### config.mk
export PLATFORM = sky130hd
export DESIGN_NAME = bpdu_root_tracker_tc_notify_unit
export DESIGN_NICKNAME = d
export VERILOG_FILES = /design/src/design/bprt_pkg.sv /design/src/design/bprt_front.sv /design/src/design/bprt_queue.sv /design/src/design/bprt_back.sv /design/src/design/bpdu_root_tracker_tc_notify_unit.sv
export SDC_FILE = /design/constraint.sdc
export NUM_CORES = 1
export LEC_CHECK = 0
export ABC_AREA = 0
export BUFFER_PORTS_ARGS = -buffer_cell sky130_fd_sc_hd__buf_2
export CAP_MARGIN = 10
export CORE_ASPECT_RATIO = 0.9
export CORE_MARGIN = 2
export CORE_UTILIZATION = 30
export DETAILED_ROUTE_END_ITERATION = 16
export PLACE_DENSITY = 0.49
export SYNTH_ARGS = -nofsm -noshare
export SYNTH_HDL_FRONTEND = slang
export SYNTH_SLANG_ARGS = --single-unit
### constraint.sdc
create_clock -name aclk -period 6 [get_ports aclk]
set_input_delay 0.9 -clock aclk [delete_from_list [all_inputs] [get_ports aclk]]
set_output_delay 0.9 -clock aclk [all_outputs]
set_load 0.02 [all_outputs]
### src/design/bprt_pkg.sv
// Package for the BPDU root tracker and TC notification unit.
// Holds the queue entry type, item kinds and field constants; no dependencies.
package bprt_pkg;

    localparam int unsigned SDataW   = 160;
    localparam int unsigned SUserW   = 2;
    localparam int unsigned MDataW   = 8;
    localparam int unsigned RootW    = 64;
    localparam int unsigned HoldW    = 5;
    localparam int unsigned CountW   = 5;
    localparam int unsigned LimitW   = 4;
    localparam int unsigned QDepth   = 2;
    localparam int unsigned QPtrW    = 1;
    localparam int unsigned QCountW  = 2;

    localparam logic [1:0]  CMD_BPDU  = 2'd0;
    localparam logic [1:0]  CMD_TICK  = 2'd1;
    localparam logic [1:0]  CMD_START = 2'd2;

    localparam logic [10:0] LEN_COMMON = 11'd4;
    localparam logic [10:0] LEN_CONF   = 11'd35;
    localparam logic [10:0] LEN_RCONF  = 11'd36;

    localparam logic [7:0]  TYPE_CONF  = 8'h00;
    localparam logic [7:0]  TYPE_RCONF = 8'h02;
    localparam logic [7:0]  TYPE_TCN   = 8'h80;

    localparam logic [7:0]  HELLO_MAX      = 8'd10;
    localparam logic [LimitW-1:0] TC_LIMIT_RESET = 4'd5;

    typedef enum logic [2:0] {
        KIND_NOP   = 3'd0,
        KIND_WARN  = 3'd1,
        KIND_BPDU  = 3'd2,
        KIND_TICK  = 3'd3,
        KIND_START = 3'd4
    } kind_t;

    typedef struct packed {
        kind_t             kind;
        logic [RootW-1:0]  root_id;
        logic [HoldW-1:0]  hold;
        logic              tc_flag;
    } qent_t;

endpackage

### src/design/bprt_front.sv
// Front end: accepts input words and classifies them into queue entries.
// Depends on bprt_pkg; stateless apart from the handshake with the queue.
module bprt_front import bprt_pkg::*; (
    input  logic              s_tvalid,
    output logic              s_tready,
    input  logic [SDataW-1:0] s_tdata,
    input  logic [SUserW-1:0] s_tuser,
    input  logic              q_full,
    output logic              q_push,
    output qent_t             q_entry
);

    logic [10:0] frame_length;
    logic [15:0] protocol_id;
    logic [7:0]  bpdu_type;
    logic [7:0]  bpdu_flags;
    logic [15:0] message_age;
    logic [15:0] max_age;
    logic [15:0] hello_time;
    logic [7:0]  hello_sec;
    logic [3:0]  hello_clamped;
    kind_t       kind;

    assign frame_length = s_tdata[10:0];
    assign protocol_id  = s_tdata[26:11];
    assign bpdu_type    = s_tdata[34:27];
    assign bpdu_flags   = s_tdata[42:35];
    assign message_age  = s_tdata[122:107];
    assign max_age      = s_tdata[138:123];
    assign hello_time   = s_tdata[154:139];

    assign s_tready = !q_full;
    assign q_push   = s_tvalid && !q_full;

    // clamp hello time to 1..10 whole seconds
    assign hello_sec = hello_time[15:8];
    always_comb begin
        if (hello_sec == 8'd0) begin
            hello_clamped = 4'd1;
        end else if (hello_sec > HELLO_MAX) begin
            hello_clamped = HELLO_MAX[3:0];
        end else begin
            hello_clamped = hello_sec[3:0];
        end
    end

    always_comb begin
        case (s_tuser)
            CMD_BPDU: begin
                if (frame_length < LEN_COMMON) begin
                    kind = KIND_WARN;
                end else if (protocol_id != 16'd0) begin
                    kind = KIND_NOP;
                end else if (bpdu_type == TYPE_CONF) begin
                    if (frame_length < LEN_CONF || message_age >= max_age) begin
                        kind = KIND_WARN;
                    end else begin
                        kind = KIND_BPDU;
                    end
                end else if (bpdu_type == TYPE_RCONF) begin
                    kind = (frame_length < LEN_RCONF) ? KIND_WARN : KIND_BPDU;
                end else if (bpdu_type == TYPE_TCN) begin
                    kind = KIND_NOP;
                end else begin
                    kind = KIND_WARN;
                end
            end
            CMD_TICK:  kind = KIND_TICK;
            CMD_START: kind = KIND_START;
            default:   kind = KIND_NOP;
        endcase
    end

    always_comb begin
        q_entry.kind    = kind;
        q_entry.root_id = s_tdata[106:43];
        q_entry.hold    = {hello_clamped, 1'b0} + {1'b0, hello_clamped};
        q_entry.tc_flag = bpdu_flags[0];
    end

endmodule

### src/design/bprt_queue.sv
// Short queue of classified entries between front and back ends.
// Depends on bprt_pkg for the entry type and depth.
module bprt_queue import bprt_pkg::*; (
    input  logic  aclk,
    input  logic  aresetn,
    input  logic  push,
    input  qent_t push_entry,
    input  logic  pop,
    output logic  full,
    output logic  empty,
    output qent_t head
);

    qent_t              mem_reg [QDepth];
    logic [QPtrW-1:0]   wr_ptr_reg, wr_ptr_next;
    logic [QPtrW-1:0]   rd_ptr_reg, rd_ptr_next;
    logic [QCountW-1:0] count_reg, count_next;

    assign full  = (count_reg == QCountW'(QDepth));
    assign empty = (count_reg == '0);
    assign head  = mem_reg[rd_ptr_reg];

    always_comb begin
        wr_ptr_next = push ? wr_ptr_reg + 1'b1 : wr_ptr_reg;
        rd_ptr_next = pop  ? rd_ptr_reg + 1'b1 : rd_ptr_reg;
        count_next  = count_reg + QCountW'(push) - QCountW'(pop);
    end

    always_ff @(posedge aclk) begin
        if (!aresetn) begin
            wr_ptr_reg <= '0;
            rd_ptr_reg <= '0;
            count_reg  <= '0;
        end else begin
            wr_ptr_reg <= wr_ptr_next;
            rd_ptr_reg <= rd_ptr_next;
            count_reg  <= count_next;
        end
    end

    always_ff @(posedge aclk) begin
        if (push) begin
            mem_reg[wr_ptr_reg] <= push_entry;
        end
    end

endmodule

### src/design/bprt_back.sv
// Back end: applies queue entries to the root and TC state, drives the result word.
// Depends on bprt_pkg; holds the configuration register.
module bprt_back import bprt_pkg::*; (
    input  logic              aclk,
    input  logic              aresetn,
    input  logic              cfg_wr_en,
    input  logic [LimitW-1:0] cfg_wr_data,
    input  logic              q_empty,
    input  qent_t             q_head,
    output logic              q_pop,
    output logic              m_tvalid,
    input  logic              m_tready,
    output logic [MDataW-1:0] m_tdata
);

    logic [RootW-1:0]  stored_root_reg, stored_root_next;
    logic              root_held_reg, root_held_next;
    logic [HoldW-1:0]  hold_reg, hold_next;
    logic [CountW-1:0] tc_cnt_reg, tc_cnt_next;
    logic [CountW-1:0] tc_cnt_inc;
    logic [LimitW-1:0] limit_reg;
    logic              out_valid_reg;
    logic [MDataW-1:0] out_data_reg, out_data_next;
    logic              status, accepted, inhibit, cancelled, send_tc;

    assign q_pop    = !q_empty && (!out_valid_reg || m_tready);
    assign m_tvalid = out_valid_reg;
    assign m_tdata  = out_data_reg;
    assign tc_cnt_inc = tc_cnt_reg + 1'b1;

    always_comb begin
        stored_root_next = stored_root_reg;
        root_held_next   = root_held_reg;
        hold_next        = hold_reg;
        tc_cnt_next      = tc_cnt_reg;
        status           = 1'b0;
        accepted         = 1'b0;
        inhibit          = 1'b0;
        cancelled        = 1'b0;
        send_tc          = 1'b0;
        case (q_head.kind)
            KIND_WARN: status = 1'b1;
            KIND_BPDU: begin
                // drop a worse root while one is held
                if (!root_held_reg || q_head.root_id <= stored_root_reg) begin
                    accepted         = 1'b1;
                    inhibit          = (q_head.root_id != stored_root_reg);
                    stored_root_next = q_head.root_id;
                    root_held_next   = 1'b1;
                    hold_next        = q_head.hold;
                    if (q_head.tc_flag && tc_cnt_reg != '0) begin
                        cancelled   = 1'b1;
                        tc_cnt_next = '0;
                    end
                end
            end
            KIND_TICK: begin
                if (root_held_reg) begin
                    if (hold_reg == '0) begin
                        root_held_next = 1'b0;
                    end else begin
                        hold_next = hold_reg - 1'b1;
                    end
                end
                if (tc_cnt_reg != '0) begin
                    send_tc     = 1'b1;
                    tc_cnt_next = (tc_cnt_inc > {1'b0, limit_reg}) ? '0 : tc_cnt_inc;
                end
            end
            KIND_START: tc_cnt_next = CountW'(1);
            default: ;
        endcase
        out_data_next = {3'b000, send_tc, cancelled, inhibit, accepted, status};
    end

    always_ff @(posedge aclk) begin
        if (!aresetn) begin
            stored_root_reg <= '0;
            root_held_reg   <= 1'b0;
            hold_reg        <= '0;
            tc_cnt_reg      <= '0;
            limit_reg       <= TC_LIMIT_RESET;
            out_valid_reg   <= 1'b0;
        end else begin
            if (cfg_wr_en) begin
                limit_reg <= cfg_wr_data;
            end
            if (q_pop) begin
                stored_root_reg <= stored_root_next;
                root_held_reg   <= root_held_next;
                hold_reg        <= hold_next;
                tc_cnt_reg      <= tc_cnt_next;
                out_valid_reg   <= 1'b1;
            end else if (m_tready) begin
                out_valid_reg   <= 1'b0;
            end
        end
    end

    always_ff @(posedge aclk) begin
        if (q_pop) begin
            out_data_reg <= out_data_next;
        end
    end

endmodule

### src/design/bpdu_root_tracker_tc_notify_unit.sv
// Top level of the BPDU root tracker and TC notification unit.
// Depends on bprt_pkg, bprt_front, bprt_queue and bprt_back.
//
//  channel   direction  handshake            payload
//  s_        in         s_tvalid/s_tready    s_tuser command, s_tdata header fields
//  m_        out        m_tvalid/m_tready    m_tdata result flags
//  cfg_      in         cfg_wr_en            cfg_wr_data tc_repeat_limit
//
// One input word per cycle while s_tready is high; the accepting edge writes the
// queue, and a pop of the queue head loads the output register, which offers the
// result word. In steady flow the queue holds one word, so an output stall fills
// it and drops s_tready until the output moves.
// aresetn is synchronous, active low; it clears root, hold and TC state and
// sets the repeat limit to 5.
module bpdu_root_tracker_tc_notify_unit import bprt_pkg::*; (
    input  logic              aclk,
    input  logic              aresetn,
    input  logic              s_tvalid,
    output logic              s_tready,
    // [10:0] frame_length, [26:11] protocol_id, [34:27] bpdu_type,
    // [42:35] bpdu_flags, [106:43] root_id, [122:107] message_age,
    // [138:123] max_age, [154:139] hello_time, [159:155] zero
    input  logic [SDataW-1:0] s_tdata,
    // [1:0] command
    input  logic [SUserW-1:0] s_tuser,
    output logic              m_tvalid,
    input  logic              m_tready,
    // [0] status, [1] root_accepted, [2] inhibit, [3] tc_cancelled,
    // [4] send_tc, [7:5] zero
    output logic [MDataW-1:0] m_tdata,
    input  logic              cfg_wr_en,
    input  logic [LimitW-1:0] cfg_wr_data
);

    logic  q_push, q_pop, q_full, q_empty;
    qent_t q_in, q_head;

    bprt_front u_front (
        .s_tvalid (s_tvalid),
        .s_tready (s_tready),
        .s_tdata  (s_tdata),
        .s_tuser  (s_tuser),
        .q_full   (q_full),
        .q_push   (q_push),
        .q_entry  (q_in)
    );

    bprt_queue u_queue (
        .aclk       (aclk),
        .aresetn    (aresetn),
        .push       (q_push),
        .push_entry (q_in),
        .pop        (q_pop),
        .full       (q_full),
        .empty      (q_empty),
        .head       (q_head)
    );

    bprt_back u_back (
        .aclk        (aclk),
        .aresetn     (aresetn),
        .cfg_wr_en   (cfg_wr_en),
        .cfg_wr_data (cfg_wr_data),
        .q_empty     (q_empty),
        .q_head      (q_head),
        .q_pop       (q_pop),
        .m_tvalid    (m_tvalid),
        .m_tready    (m_tready),
        .m_tdata     (m_tdata)
    );

`ifndef SYNTH
    a_inhibit_needs_accept: assert property (@(posedge aclk) disable iff (!aresetn)
        m_tvalid && m_tdata[2] |-> m_tdata[1])
        else $error("inhibit without root acceptance");

    a_cancel_needs_accept: assert property (@(posedge aclk) disable iff (!aresetn)
        m_tvalid && m_tdata[3] |-> m_tdata[1])
        else $error("TC cancel without root acceptance");

    a_warn_alone: assert property (@(posedge aclk) disable iff (!aresetn)
        m_tvalid && m_tdata[0] |-> m_tdata[4:1] == 4'd0)
        else $error("warning result carries other flags");

    a_queue_backpressure: assert property (@(posedge aclk) disable iff (!aresetn)
        q_full && !q_pop |=> !s_tready)
        else $error("queue full but input still ready");
`endif

endmodule
# == Yosys cells after proc, flatten, opt, wreduce, memory -nomap -nowiden ==
# Memory sizes are Yosys's and may differ from the RTL's. A register that Yosys moved wholly into a read port is not among the register bits.
# Cells that the tools add are included.
# totals
register_bits,89
ramBits,146
inputBits,171
out_inout_bits,10
word_cells,101
n_memories,1
# memory_table
name,words,width,rd,rd_ports_with_merged_regs,wr,line_no,text
u_queue.mem_reg,2,73,1,1,1,bprt_queue.sv:14,qent_t mem_reg [QDepth];
# op_classes
n_addsub,7
magnitude_cmp,7
n_eq_ne,15
muxes,33
reduce_logical,25
# ops
cell,n
$le A64 B64 Y1,1
$ne A64 B64 Y1,1
$mux W5,7
$lt A11 B6 Y1 const B,2
$ge A16 B16 Y1,1
$logic_not A8 Y1,2
$reduce_bool A16 Y1,1
$pmux W5 S3,1
$mux W1,14
$mux W3,4
$lt A11 B3 Y1 const B,1
$pmux W5 S2,1
$reduce_and A5 Y1,2
$pmux W3 S3,1
$eq A8 B2 Y1 const B,1
$eq A8 B8 Y1 const B,1
$gt A8 B4 Y1 const B,1
$mux W4,2
$ne A2 B1 Y1 const B,4
$eq A3 B2 Y1 const B,2
$reduce_and A3 Y1,2
$add A5 B1 Y5 const B,1
$add A5 B4 Y5,1
$gt A5 B4 Y1,1
20 further kinds,32

# == Longest topological paths before layout ==
# Gate-level depths: netlist of run 1.
# logic_depth
depth_word,7
mapped_depth,15
mapped_depth_nobuf,11

# == Hierarchy ==
# A second synthesis of run 1 with hierarchy kept.
# hier_totals
hier_cells,1080
area_unflattened_um2,12647.1
# by_module_without_submodules
mod,instances,cells_each,area_per_inst_um2,seq_area_each_um2
bprt_queue,1,248,5845.6,4484.3
bprt_back,1,667,5587.9,1751.7
bprt_front,1,165,1213.7,0.0

# == Worst setup path after synthesis of run 1 ==
# Ideal clock, no wire load.
# synth_timing
kind,input to register
start,in s_tvalid
end,mem u_queue.mem_reg[0][0] (netlist bit) (enable)
setup_ps,505
arrival_time_ps,4041
required_time_ps,5495
setup_slack_ps,1455
stages,2
path_buffers,0
cell_sequence,nand2_1 > nor2_1
# synth_between
elab_chain_cells,3
# synth_rtl
element,line_no,text
from (decl),bpdu_root_tracker_tc_notify_unit.sv:18,"input logic s_tvalid,"
$logic_and A1 B1 Y1,bprt_front.sv:33,assign q_push = s_tvalid && !q_full;
$mux W1,bprt_queue.sv:42,if (push) begin
$mux W1 (implied by the code),bprt_queue.sv:43,mem_reg[wr_ptr_reg] <= push_entry;
to (decl),bprt_queue.sv:14,
# No other way between the ends.

==> flow_metrics.tcl, run 1 <==
set metrics [dict create \
    grt_max_degree 129 \
    fp.dieH_um 187 \
    clock.fmax_ghz 0.220 \
    io_pins 181 \
    critPathLaunchType "flop" \
    via_count 7572 \
    hold_start "u_back.stored_root_reg[33]" \
    end_kind "flop" \
    min_path_type "flop to flop" \
    path_class "flop to flop" \
    synth-seq-cells 236 \
    drt_iter0_drc 286 \
    floorplan.initialDensity_pct 30.2 \
    synth_warnings 0 \
    antenna_found_initial 5 \
    synth_area_mm2 0.0112 \
    fin_worst_skew_ns 0.0140 \
    drv_cap 0 \
    r2r_slack_ns 1.46 \
    htree_levels 1 \
    ctsHoldBuffers 0 \
    dieArea_mm2 0.0389 \
    wl_per_cell_um 15.0 \
    max_slew_margin_pct 35.6 \
    grt_pass1_wl_um 39200 \
    path_clk_slew_ns 0.06 \
    synth_ff_type "edfxtp_1" \
    wirelength_um 24300 \
    synth_edf_count 151 \
    cts_sinks 236 \
    grt_overflow 0 \
    pre_cts_ws_ns 1.40 \
    min_path_cells 2 \
    rr_endpoint "u_back.stored_root_reg[14]" \
    final_common_cell "buf_2" \
    rsz0062_at_grt "false" \
    clockRootBuffer "clkbuf_16" \
    antenna_left 0 \
    setup_viol 0 \
    hpwl_um 16800 \
    clock_latency_ns 0.54 \
    cts_tree "done" \
    grt_pass1_vias 7553 \
    largest_reg_flops 146 \
    path_max_fanout 128 \
    drc_errors 0 \
    layout_common_cells "157 x buf_2, 151 x edfxtp_1, 104 x inv_1, 97 x nor2_1, 93 x ha_1" \
    syn_inst 965 \
    power.leakage_nw 5.09 \
    post_cts_buffers 0 \
    core-area_mm2 0.0371 \
    drive_gt1_share_pct 24.5 \
    clockBufferDepth 3 \
    via_per_inst 4.66 \
    syn_to_final_growth_pct 19.3 \
    vdd_drop_max_mv 0.186 \
    fin_crit_ns 4.54 \
    drv_slew 0 \
    outcome "finished clean" \
    yosysUniqueCellTypes 62 \
    setup_slack_ns 1.46 \
    required_ns 6.45 \
    finalCritPeriodShare_pct 75.6 \
    yosysSeqAreaShare_pct 55.7 \
    die_x_um 208 \
    dr.pass1.iters 4 \
    critical_path_arrival_ns 4.99 \
    port-buffer-count 157 \
    hold_end "u_back.stored_root_reg[33]" \
    cts_buffers 27 \
    track_usage_pct 12.5 \
    syn_avg_cell_area_um2 11.6 \
    ff2ff_path_depth 11 \
    worst_pin_slew_ns 0.957 \
    p_per_area_mw_per_mm2 387 \
    synthArstFlopShare_pct 0 \
    finalSetupTns_ns 0 \
    nets 1387 \
    hold_violations 0 \
    cts_resized 0 \
    fp-row-count 67 \
    place.gp.congestion 0.749 \
]
[logic make-up (layout without fill, tap and decap cells)]
logic type                 after synthesis  after routing  share of synthesized area, %
other                                    1              4                        0.0335
buffers and inverters                  145            319                          5.06
DFF                                    236            236                          55.7
muxes                                   75             75                          7.42
and+or+nand+nor                        227            227                          9.84
AOI/OAI and AO/OA                      178            178                          10.7
xor gates and xnor gates                 9              9                         0.704
adders and majority gates               94             94                          10.6
[metal layers]
| metal | up-vias | global-route usage, % | wire [um] |
|---|---|---|---|
| li1 | 3827 | - | - |
| met3 | 41 | 3.19 | 1320 |
| met5 | - | 0 | 66 |
| met1 | 3525 | 16.5 | 11400 |
| met2 | 169 | 20.4 | 11000 |
| met4 | 10 | 3.03 | 573 |
[Yosys cell counts (all sizes together), types with 17 or more instances]
| cell | instances | area share [%] |
|---|---|---|
| edfxtp | 151 | 40 |
| inv | 105 | 3.5 |
| nor2 | 98 | 3.3 |
| ha | 93 | 10 |
| dfxtp | 85 | 15 |
| a211oi | 68 | 4.6 |
| mux2 | 64 | 6.4 |
| a21oi | 44 | 2.0 |
| nand2 | 35 | 1.2 |
| clkbuf | 27 | 0.91 |
| o21ai | 23 | 1.0 |
| nand4 | 19 | 1.2 |
| nand3 | 17 | 0.80 |
[power breakdown]
part / internal [mW] / leakage [nW] / total (mW) / switching (mW)
clock: 0.909 / 0.399 / 1.54 / 0.630
combinational: 0.615 / 2.60 / 1.47 / 0.858
sequential: 2.04 / 2.09 / 2.16 / 0.115
[critical path, stage by stage, from the launching register on]
cell and delay (ns):
dfxtp_4 0.79, buf_4 0.42, mux2_2 0.40, ha_1 0.32
a21oi_1 0.14, o21ai_0 0.13, a221oi_1 0.41, o22ai_1 0.15
nor4_1 0.84, o21ai_4 0.13, buf_12 0.25, a211oi_1 0.33
[layout make-up]
type	count	area [um2]
Fill cell	3712	23700
Multi-Input combinational cell	586	4430
Tap cell	483	604
Timing Repair Buffer	166	866
Sequential cell	236	6240
Inverter	105	395
Clock buffer	35	706
Clock inverter	13	115
Antenna cell	1	2.50
[through the flow]
step | hold slack (ns) | total power, mW | utilization [%] | area [um2] | cells
CTS | 0.466 | 5.28 | 36.0 | 13400 | 1624
global placement | 0.442 | 3.67 | 33.8 | 12500 | 1576
global route | 0.480 | 5.56 | 36.0 | 13400 | 1624
floorplan | 0.435 | 3.26 | - | 11200 | 967
detailed placement | 0.455 | 3.70 | 33.8 | 12500 | 1576
finish | 0.463 | 5.17 | 36.0 | 13400 | 1625
[worst max-delay path by stage]
stage	startpoint	endpoint	slack, ns
2_1_floorplan	s_tvalid	u_queue.mem_reg[0][0]	1.45
3_3_place_gp	flop	u_back.hold_reg[0]	1.42
3_5_place_dp	flop	u_back.stored_root_reg[52]	1.40
4_1_cts	flop	u_back.stored_root_reg[58]	1.32
5_1_grt	flop	u_back.stored_root_reg[52]	0.99
6_report	flop	u_back.stored_root_reg[14]	1.46
Note: power is estimated with default switching activity, not from simulation.
==> run 2, diff against run 1 <==
--- a/config.mk
+++ b/config.mk
@@ -12,7 +12,7 @@
 export CORE_MARGIN = 2
 export CORE_UTILIZATION = 30
 export DETAILED_ROUTE_END_ITERATION = 16
-export PLACE_DENSITY = 0.49
+export PLACE_DENSITY = 0.5
 export SYNTH_ARGS = -nofsm -noshare
 export SYNTH_HDL_FRONTEND = slang
 export SYNTH_SLANG_ARGS = --single-unit
==> constraint.sdc (replaced) <==
create_clock -name aclk -period 4.1 [get_ports aclk]
set_input_delay 0.615 -clock aclk [delete_from_list [all_inputs] [get_ports aclk]]
set_output_delay 0.615 -clock aclk [all_outputs]
set_load 0.02 [all_outputs]
==> flow_metrics.tcl, run 2 (synthesized netlist as in run 1, its figures left out) <==
set metrics [dict create \
    min_path_cells 1 \
    via_per_inst 4.63 \
    end_kind "flop" \
    drc_errors 0 \
    finalSetupTns_ns 0 \
    outcome "finished clean" \
    place.gp.congestion 0.821 \
    path_max_fanout 17 \
    pwr-share-seq_pct 38.8 \
    drv_cap 0 \
    fp.dieH_um 187 \
    die_x_um 208 \
    cts_sinks 236 \
    grt_max_degree 74 \
    layout_common_cells "157 x buf_2, 151 x edfxtp_1, 104 x inv_1, 97 x nor2_1, 93 x ha_1" \
    rr_endpoint "u_back.hold_reg[0]" \
    p_comb_share_pct 28.6 \
    critical_path_arrival_ns 4.22 \
    htree_levels 1 \
    cts_tree "done" \
    multiInputGateArea_mm2 0.00443 \
    internal-power_mw 5.63 \
    hold_violations 0 \
    drv_slew 0 \
    clock.fmax_ghz 0.264 \
    floorplan.initialDensity_pct 30.2 \
    critPathLaunchType "flop" \
    max_slew_margin_pct 23.1 \
    final_common_cell "buf_2" \
    grt_pass1_vias 7696 \
    fp-row-count 67 \
    drt_iter0_drc 238 \
    wirelength_um 24400 \
    nets 1405 \
    required_ns 4.53 \
    finalCritPeriodShare_pct 92.4 \
    post_cts_buffers 0 \
    drive_gt1_share_pct 26.3 \
    antenna_found_initial 2 \
    vdd_drop_max_mv 0.256 \
    r2r_slack_ns 0.31 \
    dieArea_mm2 0.0389 \
    clockBufferDepth 3 \
    path_class "flop to flop" \
    switchingPower_mw 2.43 \
    cts_buffers 27 \
    fin_worst_skew_ns 0.0157 \
    worst_pin_slew_ns 1.15 \
    grt_overflow 0 \
    syn_to_final_growth_pct 22.1 \
    clkPwrFrac_pct 32.6 \
    track_usage_pct 12.6 \
    clockRootBuffer "clkbuf_16" \
    wl_per_cell_um 14.8 \
    antenna_left 0 \
    path_clk_slew_ns 0.06 \
    clock_latency_ns 0.55 \
    min_path_type "input port to flop" \
    rsz0062_at_grt "false" \
    largest_reg_flops 146 \
    hpwl_um 16700 \
    fin_crit_ns 3.79 \
    ff2ff_path_depth 12 \
    io_pins 181 \
    final_util_pct 36.9 \
    grt_pass1_wl_um 39600 \
    power.leakage_nw 5.27 \
    hold_start "s_tdata[44]" \
    hold_end "u_queue.mem_reg[1][7]" \
    p_per_area_mw_per_mm2 589 \
    fillers 3681 \
    port-buffer-count 157 \
    diodes 0 \
    setup_viol 0 \
    core-area_mm2 0.0371 \
    swShare_pct 30.2 \
    via_count 7600 \
    seq_area_mm2 0.00624 \
    power_mw 8.06 \
    dr.pass1.iters 4 \
]
==> run 2: metal layers <==
metal	vias to the layer above	part of all wire (%)	track usage, %
met5	-	0.12	0
met4	4	1.9	2.86
met3	35	4.8	2.99
met2	161	45	20.7
met1	3532	48	16.8
li1	3868	-	-
==> run 2: worst max-delay path, stage by stage, from the launching register on <==
cell and delay [ns]:
dfxtp_4 0.50, buf_12 0.20, mux2_2 0.37, ha_1 0.32
nand4_1 0.20, nor4_1 0.28, buf_4 0.16, nand4_2 0.12
or4_4 0.55, nand3_2 0.10, a21oi_2 0.06, or4_1 0.53
a32o_1 0.26
==> run 2: power by group through the flow <==
stage | Sequential (mW) | Combinational (mW) | Clock [mW]
6_report | 3.13 | 2.31 | 2.62
5_1_grt | 3.17 | 2.66 | 2.80
4_1_cts | 3.13 | 2.34 | 2.70
3_5_place_dp | 3.18 | 2.33 | 0
3_3_place_gp | 3.17 | 2.31 | 0
2_1_floorplan | 3.16 | 1.61 | 0
==> run 2: metrics by stage <==
step | setup slack (ns) | std cells | area (um2) | hold slack (ns)
after global placement | 0.175 | 1594 | 12700 | 0.446
after global routing | 0.0215 | 1643 | 13700 | 0.229
after detailed placement | 0.214 | 1594 | 12700 | 0.455
after CTS | 0.185 | 1643 | 13700 | 0.220
final | 0.314 | 1643 | 13700 | 0.255
after floorplan | 0.0116 | 967 | 11200 | 0.435
==> run 2: area by class of cell <==
type | instances | area share, %
clock inverters | 17 | 1.98
well taps | 483 | 4.42
flip-flops and latches | 236 | 45.6
repair buffers | 184 | 7.59
clock buffers | 32 | 5.08
multi-input cells | 586 | 32.4
inverters | 105 | 2.88
==> run 2: worst max-delay path by stage <==
| stage | start | end | cells after the start |
|---|---|---|---|
| floorplan | flop | u_back.hold_reg[0] | 13 |
| global placement | flop | u_back.hold_reg[0] | 13 |
| detailed placement | flop | u_back.hold_reg[0] | 13 |
| CTS | flop | u_back.hold_reg[0] | 13 |
| global route | flop | u_back.stored_root_reg[23] | 14 |
| finish | flop | u_back.hold_reg[0] | 12 |
==> run 2: what timing repair did <==
action	4_1_cts	5_1_grt
gates resized for setup	0	1
endpoints found under the setup margin	0	1
hold buffers	0	0
